`config.mk`:
```
export PLATFORM = sky130hd
export DESIGN_NAME = rainbow_pixel_color_generator
export DESIGN_NICKNAME = d
export VERILOG_FILES = /design/src/rtl/rpcg_pkg.sv /design/src/rtl/rpcg_div_stage.sv /design/src/rtl/rpcg_color_stage.sv /design/src/rtl/rpcg_mult_stage.sv /design/src/rtl/rpcg_norm_stage.sv /design/src/rtl/rainbow_pixel_color_generator.sv
export SDC_FILE = /design/constraint.sdc
export NUM_CORES = 1
export LEC_CHECK = 0
export BUFFER_PORTS_ARGS = -buffer_cell sky130_fd_sc_hd__buf_4
export CORE_AREA = 2 2 238 240
export DETAILED_ROUTE_END_ITERATION = 8
export DIE_AREA = 0 0 240 242
export PLACE_DENSITY_LB_ADDON = 0.3
export SLEW_MARGIN = 20
export SYNTH_ARGS = -nofsm -noshare
export SYNTH_HDL_FRONTEND = slang
export SYNTH_HIERARCHICAL = 1
export SYNTH_SLANG_ARGS = --single-unit
```
`constraint.sdc`:
```
create_clock -name clk -period 4.95 [get_ports clk]
set_input_delay 0.7425 -clock clk [delete_from_list [all_inputs] [get_ports clk]]
set_output_delay 0.7425 -clock clk [all_outputs]
set_load 0.005 [all_outputs]
```
`src/rtl/rpcg_pkg.sv`:
```
// ----------------------------------------------------------------------------
// Rainbow pixel color generator package
// Widths, constants and the request types that move between pipeline stages.
// ----------------------------------------------------------------------------
`default_nettype none

package rpcg_pkg;

  localparam int INDEX_BITS     = 12;
  localparam int LEN_BITS       = 12;
  localparam int CMP_BITS       = (INDEX_BITS > LEN_BITS) ? INDEX_BITS : LEN_BITS;
  localparam int HUE_BITS       = 8;
  localparam int LEVEL_BITS     = 8;
  localparam int PRODUCT_BITS   = 2 * LEVEL_BITS;
  localparam int BITS_PER_STAGE = 2;
  localparam int DIV_STAGES     = HUE_BITS / BITS_PER_STAGE;
  localparam int NUM_STAGES     = DIV_STAGES + 4;

  localparam logic [LEN_BITS-1:0]   LEN_RESET   = LEN_BITS'(30);
  localparam logic [HUE_BITS-1:0]   SEG1_START  = HUE_BITS'(85);
  localparam logic [HUE_BITS-1:0]   SEG2_START  = HUE_BITS'(170);
  localparam logic [LEVEL_BITS-1:0] LEVEL_MAX   = LEVEL_BITS'(255);
  localparam logic [LEVEL_BITS-1:0] LEVEL_ZERO  = '0;

  typedef struct packed {
    logic                  in_strip;
    logic [LEN_BITS-1:0]   rem;
    logic [HUE_BITS-1:0]   quo;
    logic [HUE_BITS-1:0]   ofs;
    logic [LEVEL_BITS-1:0] bri;
  } div_item_t;

  typedef struct packed {
    logic                  in_strip;
    logic [LEVEL_BITS-1:0] raw_g;
    logic [LEVEL_BITS-1:0] raw_r;
    logic [LEVEL_BITS-1:0] raw_b;
    logic [LEVEL_BITS-1:0] bri;
  } color_item_t;

  typedef struct packed {
    logic                    in_strip;
    logic [PRODUCT_BITS-1:0] prod_g;
    logic [PRODUCT_BITS-1:0] prod_r;
    logic [PRODUCT_BITS-1:0] prod_b;
  } prod_item_t;

  typedef struct packed {
    logic                  in_strip;
    logic [LEVEL_BITS-1:0] green;
    logic [LEVEL_BITS-1:0] red;
    logic [LEVEL_BITS-1:0] blue;
  } level_item_t;

endpackage

`default_nettype wire

```
`src/rtl/rpcg_div_stage.sv`:
```
// ----------------------------------------------------------------------------
// Divider stage
// Two restoring steps of the position-over-length division per stage.
// ----------------------------------------------------------------------------
`default_nettype none

module rpcg_div_stage (
  input  wire logic                          clk,
  input  wire logic                          rst,
  input  wire logic                          load,
  input  wire logic [rpcg_pkg::LEN_BITS-1:0] strip_length,
  input  wire logic                          up_valid,
  input  wire rpcg_pkg::div_item_t           up_item,
  output logic                               valid,
  output rpcg_pkg::div_item_t                item
);

  rpcg_pkg::div_item_t           item_next;
  logic [rpcg_pkg::LEN_BITS:0]   trial;

  always_comb begin
    item_next = up_item;
    trial     = '0;
    for (int k = 0; k < rpcg_pkg::BITS_PER_STAGE; k++) begin
      trial = {item_next.rem, 1'b0};
      if (trial >= {1'b0, strip_length}) begin
        item_next.rem = rpcg_pkg::LEN_BITS'(trial - {1'b0, strip_length});
        item_next.quo = {item_next.quo[rpcg_pkg::HUE_BITS-2:0], 1'b1};
      end else begin
        item_next.rem = trial[rpcg_pkg::LEN_BITS-1:0];
        item_next.quo = {item_next.quo[rpcg_pkg::HUE_BITS-2:0], 1'b0};
      end
    end
  end

  always_ff @(posedge clk) begin
    if (rst) begin
      valid <= 1'b0;
    end else if (load) begin
      valid <= up_valid;
    end
  end

  always_ff @(posedge clk) begin
    if (load && up_valid) begin
      item <= item_next;
    end
  end

endmodule

`default_nettype wire

```
`src/rtl/rpcg_color_stage.sv`:
```
// ----------------------------------------------------------------------------
// Color wheel stage
// Adds the offset to the spread position and maps the hue to raw ramps.
// ----------------------------------------------------------------------------
`default_nettype none

module rpcg_color_stage (
  input  wire logic                 clk,
  input  wire logic                 rst,
  input  wire logic                 load,
  input  wire logic                 up_valid,
  input  wire rpcg_pkg::div_item_t  up_item,
  output logic                      valid,
  output rpcg_pkg::color_item_t     item
);

  rpcg_pkg::color_item_t             item_next;
  logic [rpcg_pkg::HUE_BITS-1:0]     hue;
  logic [rpcg_pkg::HUE_BITS-1:0]     pos;
  logic [rpcg_pkg::LEVEL_BITS-1:0]   rise;
  logic [rpcg_pkg::LEVEL_BITS-1:0]   fall;

  always_comb begin
    hue = up_item.ofs + up_item.quo;
    if (hue < rpcg_pkg::SEG1_START) begin
      pos = hue;
    end else if (hue < rpcg_pkg::SEG2_START) begin
      pos = hue - rpcg_pkg::SEG1_START;
    end else begin
      pos = hue - rpcg_pkg::SEG2_START;
    end
    rise = rpcg_pkg::LEVEL_BITS'({1'b0, pos, 1'b0} + {2'b00, pos});
    fall = rpcg_pkg::LEVEL_MAX - rise;

    item_next.in_strip = up_item.in_strip;
    item_next.bri      = up_item.bri;
    if (hue < rpcg_pkg::SEG1_START) begin
      item_next.raw_r = rise;
      item_next.raw_g = fall;
      item_next.raw_b = rpcg_pkg::LEVEL_ZERO;
    end else if (hue < rpcg_pkg::SEG2_START) begin
      item_next.raw_r = fall;
      item_next.raw_g = rpcg_pkg::LEVEL_ZERO;
      item_next.raw_b = rise;
    end else begin
      item_next.raw_r = rpcg_pkg::LEVEL_ZERO;
      item_next.raw_g = rise;
      item_next.raw_b = fall;
    end
  end

  always_ff @(posedge clk) begin
    if (rst) begin
      valid <= 1'b0;
    end else if (load) begin
      valid <= up_valid;
    end
  end

  always_ff @(posedge clk) begin
    if (load && up_valid) begin
      item <= item_next;
    end
  end

endmodule

`default_nettype wire

```
`src/rtl/rpcg_mult_stage.sv`:
```
// ----------------------------------------------------------------------------
// Brightness multiply stage
// Multiplies each raw channel by the brightness.
// ----------------------------------------------------------------------------
`default_nettype none

module rpcg_mult_stage (
  input  wire logic                  clk,
  input  wire logic                  rst,
  input  wire logic                  load,
  input  wire logic                  up_valid,
  input  wire rpcg_pkg::color_item_t up_item,
  output logic                       valid,
  output rpcg_pkg::prod_item_t       item
);

  rpcg_pkg::prod_item_t item_next;

  always_comb begin
    item_next.in_strip = up_item.in_strip;
    item_next.prod_g   = up_item.raw_g * up_item.bri;
    item_next.prod_r   = up_item.raw_r * up_item.bri;
    item_next.prod_b   = up_item.raw_b * up_item.bri;
  end

  always_ff @(posedge clk) begin
    if (rst) begin
      valid <= 1'b0;
    end else if (load) begin
      valid <= up_valid;
    end
  end

  always_ff @(posedge clk) begin
    if (load && up_valid) begin
      item <= item_next;
    end
  end

endmodule

`default_nettype wire

```
`src/rtl/rpcg_norm_stage.sv`:
```
// ----------------------------------------------------------------------------
// Normalize stage
// Divides each product by 255 and blanks pixels outside the strip.
// ----------------------------------------------------------------------------
`default_nettype none

module rpcg_norm_stage (
  input  wire logic                 clk,
  input  wire logic                 rst,
  input  wire logic                 load,
  input  wire logic                 up_valid,
  input  wire rpcg_pkg::prod_item_t up_item,
  output logic                      valid,
  output rpcg_pkg::level_item_t     item
);

  rpcg_pkg::level_item_t item_next;

  // Exact floor(x / 255) for any product of two bytes.
  function automatic logic [rpcg_pkg::LEVEL_BITS-1:0] div_by_max(
    input logic [rpcg_pkg::PRODUCT_BITS-1:0] x
  );
    logic [rpcg_pkg::PRODUCT_BITS:0] acc;
    acc = {1'b0, x} + {{(rpcg_pkg::LEVEL_BITS + 1){1'b0}},
                       x[rpcg_pkg::PRODUCT_BITS-1:rpcg_pkg::LEVEL_BITS]} + 1'b1;
    return acc[rpcg_pkg::PRODUCT_BITS-1:rpcg_pkg::LEVEL_BITS];
  endfunction

  always_comb begin
    item_next.in_strip = up_item.in_strip;
    if (up_item.in_strip) begin
      item_next.green = div_by_max(up_item.prod_g);
      item_next.red   = div_by_max(up_item.prod_r);
      item_next.blue  = div_by_max(up_item.prod_b);
    end else begin
      item_next.green = rpcg_pkg::LEVEL_ZERO;
      item_next.red   = rpcg_pkg::LEVEL_ZERO;
      item_next.blue  = rpcg_pkg::LEVEL_ZERO;
    end
  end

  always_ff @(posedge clk) begin
    if (rst) begin
      valid <= 1'b0;
    end else if (load) begin
      valid <= up_valid;
    end
  end

  always_ff @(posedge clk) begin
    if (load && up_valid) begin
      item <= item_next;
    end
  end

endmodule

`default_nettype wire

```
`src/rtl/rainbow_pixel_color_generator.sv`:
```
// ----------------------------------------------------------------------------
// Rainbow pixel color generator
// A pixel request carries an LED index, a hue offset and a brightness. The
// block spreads the color wheel over strip_length LEDs and returns the scaled
// green, red and blue bytes, with index_valid low and black for an index at
// or beyond the strip length.
// The strip length is written through strip_length_we and strip_length_wdata
// while no request is in flight; it resets to 30.
// Both channels use valid and stall. A new request is taken every cycle while
// pixel_stall is low; results leave in request order. Four of the eight
// stages are the divider, which resolves two quotient bits per stage.
// Reset empties the pipeline. When the receiver stalls, the result holds, and
// empty stages still fill; pixel_stall rises only once every stage is full.
// ----------------------------------------------------------------------------
`default_nettype none

module rainbow_pixel_color_generator (
  input  wire logic                             clk,
  input  wire logic                             rst,
  input  wire logic                             strip_length_we,
  input  wire logic [rpcg_pkg::LEN_BITS-1:0]    strip_length_wdata,
  input  wire logic                             pixel_valid,
  output logic                                  pixel_stall,
  input  wire logic [rpcg_pkg::INDEX_BITS-1:0]  pixel_index,
  input  wire logic [rpcg_pkg::HUE_BITS-1:0]    hue_offset,
  input  wire logic [rpcg_pkg::LEVEL_BITS-1:0]  brightness,
  output logic                                  color_valid,
  input  wire logic                             color_stall,
  output logic [rpcg_pkg::LEVEL_BITS-1:0]       green_level,
  output logic [rpcg_pkg::LEVEL_BITS-1:0]       red_level,
  output logic [rpcg_pkg::LEVEL_BITS-1:0]       blue_level,
  output logic                                  index_valid
);

  localparam int LAST = rpcg_pkg::NUM_STAGES - 1;

  logic [rpcg_pkg::LEN_BITS-1:0]   strip_length;
  logic [rpcg_pkg::NUM_STAGES-1:0] stage_valid;
  logic [rpcg_pkg::NUM_STAGES-1:0] stage_load;
  rpcg_pkg::div_item_t             div_item [rpcg_pkg::DIV_STAGES+1];
  rpcg_pkg::div_item_t             entry_next;
  rpcg_pkg::color_item_t           color_item;
  rpcg_pkg::prod_item_t            prod_item;
  rpcg_pkg::level_item_t           level_item;

  always_ff @(posedge clk) begin
    if (rst) begin
      strip_length <= rpcg_pkg::LEN_RESET;
    end else if (strip_length_we) begin
      strip_length <= strip_length_wdata;
    end
  end

  always_comb begin
    stage_load[LAST] = !stage_valid[LAST] || !color_stall;
    for (int i = LAST - 1; i >= 0; i--) begin
      stage_load[i] = !stage_valid[i] || stage_load[i+1];
    end
  end

  assign pixel_stall = !stage_load[0];

  always_comb begin
    entry_next.in_strip = rpcg_pkg::CMP_BITS'(pixel_index)
                        < rpcg_pkg::CMP_BITS'(strip_length);
    entry_next.rem      = rpcg_pkg::LEN_BITS'(pixel_index);
    entry_next.quo      = '0;
    entry_next.ofs      = hue_offset;
    entry_next.bri      = brightness;
  end

  always_ff @(posedge clk) begin
    if (rst) begin
      stage_valid[0] <= 1'b0;
    end else if (stage_load[0]) begin
      stage_valid[0] <= pixel_valid;
    end
  end

  always_ff @(posedge clk) begin
    if (stage_load[0] && pixel_valid) begin
      div_item[0] <= entry_next;
    end
  end

  for (genvar s = 0; s < rpcg_pkg::DIV_STAGES; s++) begin : g_div
    rpcg_div_stage u_div (
      .clk          (clk),
      .rst          (rst),
      .load         (stage_load[s+1]),
      .strip_length (strip_length),
      .up_valid     (stage_valid[s]),
      .up_item      (div_item[s]),
      .valid        (stage_valid[s+1]),
      .item         (div_item[s+1])
    );
  end

  rpcg_color_stage u_color (
    .clk      (clk),
    .rst      (rst),
    .load     (stage_load[rpcg_pkg::DIV_STAGES+1]),
    .up_valid (stage_valid[rpcg_pkg::DIV_STAGES]),
    .up_item  (div_item[rpcg_pkg::DIV_STAGES]),
    .valid    (stage_valid[rpcg_pkg::DIV_STAGES+1]),
    .item     (color_item)
  );

  rpcg_mult_stage u_mult (
    .clk      (clk),
    .rst      (rst),
    .load     (stage_load[rpcg_pkg::DIV_STAGES+2]),
    .up_valid (stage_valid[rpcg_pkg::DIV_STAGES+1]),
    .up_item  (color_item),
    .valid    (stage_valid[rpcg_pkg::DIV_STAGES+2]),
    .item     (prod_item)
  );

  rpcg_norm_stage u_norm (
    .clk      (clk),
    .rst      (rst),
    .load     (stage_load[LAST]),
    .up_valid (stage_valid[rpcg_pkg::DIV_STAGES+2]),
    .up_item  (prod_item),
    .valid    (stage_valid[LAST]),
    .item     (level_item)
  );

  assign color_valid = stage_valid[LAST];
  assign green_level = level_item.green;
  assign red_level   = level_item.red;
  assign blue_level  = level_item.blue;
  assign index_valid = level_item.in_strip;

endmodule

`default_nettype wire

```
==> summary.md, run 1 <==
| Metric | Value |
|---|---|
| Status | `complete, no violations` |
| Setup Skew | `0.02596 ns` |
| DR top layer | `met4` |
| Skew-Pair Late Insertion Delay | `approximately 0.57 ns` |
| Hold path startpoint | `pixel_index[6]` |
| Buffers added on ports | `71` |
| DRC | `0` |
| RR Endpoint | `u_mult/item[44]` |
| Crit Path Class | `flop to flop` |
| Hpwl dp | `41,240 um` |
| Pwr Density | `349.2 nW/um^2` |
| Area of the multi-input gates | `14,160 sq um` |
| Crit path capture type | `flop` |
| Final Critical Period | `4.728 ns` |
| Setup_tns | `0 ns` |
| CP arrival | `5.00 ns` |
| CTS root buffer | `clkbuf_16` |
| CP peak stage delay | `0.58 ns` |
| Crit Reg-Reg Startpoint | `u_color/item[4]` |
| Post-route ant nets | `0` |
| CP required | `5.23 ns` |
| Cell leakage power | `11.39 nW` |
| Grt total ovfl | `0` |
| Worst Max-Slew Pin Slew | `0.8193 ns` |
| Antenna cells | `0` |
| Critical-path cell list | `buf_4 > and2_1 > fa_1 > fa_1 > inv_1 > fa_1 > fa_1 > inv_1 > ha_1 > o21ai_0 > o21ai_0 > a21boi_0 > o311ai_0` |
| Final period util | `95.52%` |
| Area Growth Syn to Fin | `13.68%` |
| Cells after DPL | `3,102` |
| Met1 wire length | `around 24,000 um` |
| Crit-path max FO | `23` |
| Setup-failing EPs final | `0` |
| Via density per instance | `5.310` |
| Slew Limit Fails | `0` |
| Most frequent cell on the critical path | `fa_1` |
| FMAX | `~0.21 GHz` |
| Initial DRC count | `1,023` |
| Slowest stage cell, crit path | `o311ai_0` |
| Final Hold Violating Endpoints | `0` |
| Cts bufs inserted | `35` |
| Final wirelength | `51,950 um` |
| Top Ports | `72` |
| R2r setup slk | `0.22 ns` |
| H-tree depth | `2` |
| Starting Density | `42.23%` |
| Worst reg2reg path depth | `13` |
| Net Count, Synth | `2,641` |
| Register area | `about 8200 sq um` |
| Met3 WL | `2321 um` |
| Ys Warns | `6` |
| Vias in the first global route | `17,200` |
| Layout Nets | `2,794` |
| CTS tree | `done` |
| Clock-pin slew on the worst setup and hold paths | `roughly 0.06 ns` |
| Hold-fix buffers, CTS | `0` |
| GRT Util Overall | `between 10% and 20%` |
| Worst vdd ir | `between 200 and 250 uV` |
| First-pass GRT wire length | `86,310 um` |
| MaxCap Viol Count | `0` |
| Fin worst setup slack | `0.2218 ns` |
| TritonRoute pass-1 iters | `5` |
| Slew margin rel. | `about 45%` |
| DR WL/cell | `16.39 um` |
| Syn_area_per_cell | `10.54 sq um` |
| Pre-CTS setup slack | `0.04833 ns` |
| Mapped Cells | `approximately 2,200` |
| Post-Synthesis Cell Area | `23,540 sq um` |
| Initial antenna violation count | `0` |
| Num rows | `87` |
| Die ar. | `between 50,000 and 60,000 sq um` |
| Hold endpoint | `div_item[178]` |
| Fill cells | `5,117` |
| Wire length on met2 | `around 25,000 um` |
| Core region area | `roughly 56,000 sq um` |
| Final Instance Count excl. Fillers | `3,169` |
| CTS sink cnt | `280` |
| Final GP Congestion | `0.9314` |
| Crit path launch type | `flop` |
| Vias | `16,830` |
| Max Buffers Root-to-Sink | `3` |
| Hold path cells | `1` |
| Largest net degree at the start of global routing | `51` |
| Die H | `~240 um` |
| Die X-Extent | `240 um` |
| Worst hold path class | `input port to flop` |
| Share of cells above drive strength 1 | `15.25%` |
-- metal layers --
layer  vias to the layer above  GRT usage, %
li1                       8281             -
met1                      8132         23.74
met2                       336         30.59
met3                        79         3.088
met4                         0         5.846
met5                         -             0
-- how the worst max path moves through the flow --
stage / startpoint / endpoint / cells past startpoint
final: u_color/item[4] / u_mult/item[44] / 13
after global routing: g_div[3].u_div/item[8] / u_color/item[23] / 19
after CTS: g_div[3].u_div/item[8] / u_color/item[15] / 17
after detailed placement: g_div[3].u_div/item[8] / u_color/item[15] / 17
after global placement: g_div[3].u_div/item[17] / u_color/item[15] / 15
after floorplan: strip_length[1] / g_div[2].u_div/item[33] / 17
-- state kept, by name (all words and copies together) (netlist names), 4 cells and up --
register / count
g_div.u_div/item: 124
u_mult/item: 49
u_color/item: 33
div_item: 29
u_norm/item: 25
strip_length: 12
g_div.u_div/valid: 4
-- area by class of cell --
cell class / instances / share of cell area [%]
Timing Repair Buffer: 171 / 4.952
Clock inverter: 19 / 0.6453
Tap cell: 756 / 3.535
Multi-Input combinational cell: 1637 / 52.91
Sequential cell: 280 / 30.69
Clock buffer: 45 / 3.605
Inverter: 261 / 3.661
-- repair_timing --
| action | CTS | global route |
|---|---|---|
| setup buffers | 0 | 3 |
| gates resized for setup | 0 | 17 |
| endpoints found under the setup margin | 0 | 37 |
-- power by group --
part | leakage, nW | switching (mW) | internal [mW] | total [mW]
combinational | 8.27 | 1.96 | 1.98 | 3.94
sequential | 2.55 | 0.0824 | 2.82 | 2.91
clock | 0.563 | 1.03 | 1.46 | 2.49
-- cells in the final DEF, fill, tap and decap left out, types with 36 or more instances in the layout --
master,n
edfxtp_1,260
inv_1,257
ha_1,248
buf_4,167
and2_1,166
nand2_1,139
nor2_1,115
fa_1,114
a21oi_1,85
xnor2_1,79
o21ai_0,62
nor3_1,42
mux2_2,39
clkbuf_16,36
-- worst max-delay path, delay by kind of cell (launching register included) --
kind                     cells  cell delay [ns]
AND/OR/NAND/NOR              1             0.19
AO/OA/AOI/OAI                4             1.16
flip-flops                   1             0.42
adder cells (fa/ha/maj)      5             2.34
buffers and inverters        3             0.34
-- per-stage QoR --
step	cell area (sq um)	total power, mW	hold slack [ns]	util, %
after floorplan	23540	5.836	0.4003	-
after global placement	25530	6.761	0.4006	45.81
after detailed placement	25530	6.830	0.4045	45.81
after CTS	26670	9.373	0.3215	47.85
after global routing	26760	9.886	0.3309	48.01
final	26760	9.344	0.3661	48.01
Note: power is estimated with default switching activity, not from simulation.
==> run 2, diff against run 1 <==
- BUFFER_PORTS_ARGS: -buffer_cell sky130_fd_sc_hd__buf_4 -> -buffer_cell sky130_fd_sc_hd__buf_2
==> run 2 against run 1 <==
Effect of this change:
- worst hold slack worse by 0.0058 ns
- final area is 0.78% lower
- first-iteration DRC count is 14% lower
- sequential power hardly changed
- clock skew is 0.0034 ns lower
- final cell count is 0.22% lower
==> summary.md, run 2 (synthesis gave the netlist of run 1 again) <==
| Metric | Value |
|---|---|
| Hpwl dp | `approximately 41,000 um` |
| Combinational share of power | `41.6%` |
| Sequential Power Share | `between 30% and 40%` |
| Die H | `242 um` |
| Initial DRC count | `879` |
| Starting Density | `between 40% and 50%` |
| MaxCap Viol Count | `0` |
| Layout Nets | `2,787` |
| DR WL/cell | `16.55 um` |
| Die ar. | `58,080 sq um` |
| Biggest regs | `g_div.u_div/item x124, u_mult/item x49, u_color/item x33` |
| Core region area | `55,730 sq um` |
| Cts bufs inserted | `35` |
| Max Buffers Root-to-Sink | `3` |
| Setup-failing EPs final | `0` |
| Final GP Congestion | `around 0.90` |
| P_int | `6.320 mW` |
| Share of cells above drive strength 1 | `14.96%` |
| Hold-fix buffers, CTS | `0` |
| CTS root buffer | `clkbuf_16` |
| Setup Skew | `0.02254 ns` |
| Top Ports | `72` |
| Vias in the first global route | `17,020` |
| Commonest cells after routing, fill and taps aside | `edfxtp_1, inv_1, ha_1, and2_1, nand2_1` |
| FMAX | `0.2076 GHz` |
| Crit Path Class | `flop to flop` |
| Setup_tns | `0 ns` |
| Via density per instance | `roughly 5.4` |
| Clock-pin slew on the worst setup and hold paths | `0.06 ns` |
| Sw Ratio | `32.71%` |
| Die X-Extent | `240 um` |
| Grt total ovfl | `0` |
| Most flops, register | `g_div.u_div/item` |
| Antenna cells | `0` |
| Sw power | `3.073 mW` |
| Crit path launch type | `flop` |
| Num rows | `87` |
| DRC | `0` |
| Final period util | `between 90% and 100%` |
| GRT Util Overall | `18.24%` |
| Fill cells | `5,178` |
| Final Hold Violating Endpoints | `0` |
| Worst vdd ir | `239.0 uV` |
| TritonRoute pass-1 iters | `5` |
| Status | `complete, no violations` |
| H-tree depth | `2` |
| Largest net degree at the start of global routing | `51` |
| Slew margin rel. | `48.16%` |
| Initial antenna violation count | `0` |
| Area Growth Syn to Fin | `12.79%` |
| Worst hold path class | `input port to flop` |
| Crit-path max FO | `9` |
| CP required | `5.25 ns` |
| Final wirelength | `52,330 um` |
| Cell leakage power | `about 11 nW` |
| Pwr Density | `353.8 nW/um^2` |
| Pre-CTS setup slack | `0.01222 ns` |
| Fin worst setup slack | `0.1331 ns` |
| Max reg flops | `124` |
| Cells after DPL | `3,090` |
| Commonest non-fill, non-tap cell in the layout | `edfxtp_1` |
| Skew-Pair Late Insertion Delay | `0.55 ns` |
| Final Critical Period | `4.817 ns` |
| Final Instance Count excl. Fillers | `3,162` |
| Slew Limit Fails | `0` |
| Buffers added on ports | `71` |
| CTS sink cnt | `280` |
| Post-route ant nets | `0` |
| Min Hold Slack | `~0.36 ns` |
| CP arrival | `5.12 ns` |
| Clock power share | `27.5%` |
| Crit path capture type | `flop` |
| CTS tree | `done` |
| First-pass GRT wire length | `86,750 um` |
| Vias | `16,960` |
| Worst Max-Slew Pin Slew | `0.7776 ns` |
run 2: final timing paths:
path                                               from                      end  slack [ns]  cells after the start
worst max-delay path                    strip_length[7]  g_div[2].u_div/item[25]        0.13                     16
worst min-delay path                      hue_offset[2]            div_item[158]        0.36                      1
worst min register to register  g_div[1].u_div/item[11]  g_div[2].u_div/item[11]        0.41                      0
worst max register to register          strip_length[7]  g_div[2].u_div/item[25]        0.13                     16
run 2: power groups by stage:
stage          Combinational (mW)  Sequential, mW  Clock [mW]
2_1_floorplan                2.93            2.91           0
4_1_cts                      3.87            2.91        2.66
3_3_place_gp                 3.77            2.96           0
5_1_grt                      4.26            2.92        2.74
6_report                     3.90            2.91        2.58
3_5_place_dp                 3.85            2.96           0
run 2: cell type report:
cell class / instances / area, sq um / area share [%]
clock buffer: 44 / 919.6 / 3.464
clock inverter: 20 / 246.5 / 0.9284
inverter: 261 / 979.7 / 3.690
multi-input combinational: 1637 / 14160 / 53.33
sequential: 280 / 8210 / 30.92
tap: 756 / 945.9 / 3.563
timing repair buffer: 164 / 1090 / 4.105
run 2: repair_timing:
item                                    CTS  global route
resized for setup                         1            18
endpoints found under the hold margin     0             0
setup buffers                             0             8
pin swaps                                 0             4
endpoints found under the setup margin    1            35
run 2: critical path, stage by stage, from the launching register on:
cell and delay, ns:
dfxtp_1 0.44, inv_1 0.17, ha_1 0.33, and4_1 0.25, nand3_1 0.11, a221o_1 0.31
a31oi_4 0.25, mux2_2 0.38, ha_1 0.30, o211ai_1 0.20, a21oi_2 0.07, o41ai_4 0.36
o211ai_2 0.15, o221a_2 0.29, a2111oi_4 0.34, buf_4 0.26, mux2_2 0.35
run 2: per-layer routing:
layer | vias up | wire length (um) | global-route usage [%]
met2 | 357 | 25000 | 30.83
met3 | 94 | 2146 | 2.530
met1 | 8238 | 23700 | 23.96
li1 | 8266 | - | -
met4 | 0 | 1488 | 6.083
met5 | - | 0 | 0
run 2: stage by stage:
stage	power, mW	utilization, %	cell area (sq um)
after floorplan	5.836	-	23540
after global placement	6.728	45.31	25250
after detailed placement	6.809	45.31	25250
after CTS	9.442	47.40	26420
after global routing	9.923	47.64	26550
final	9.393	47.64	26550
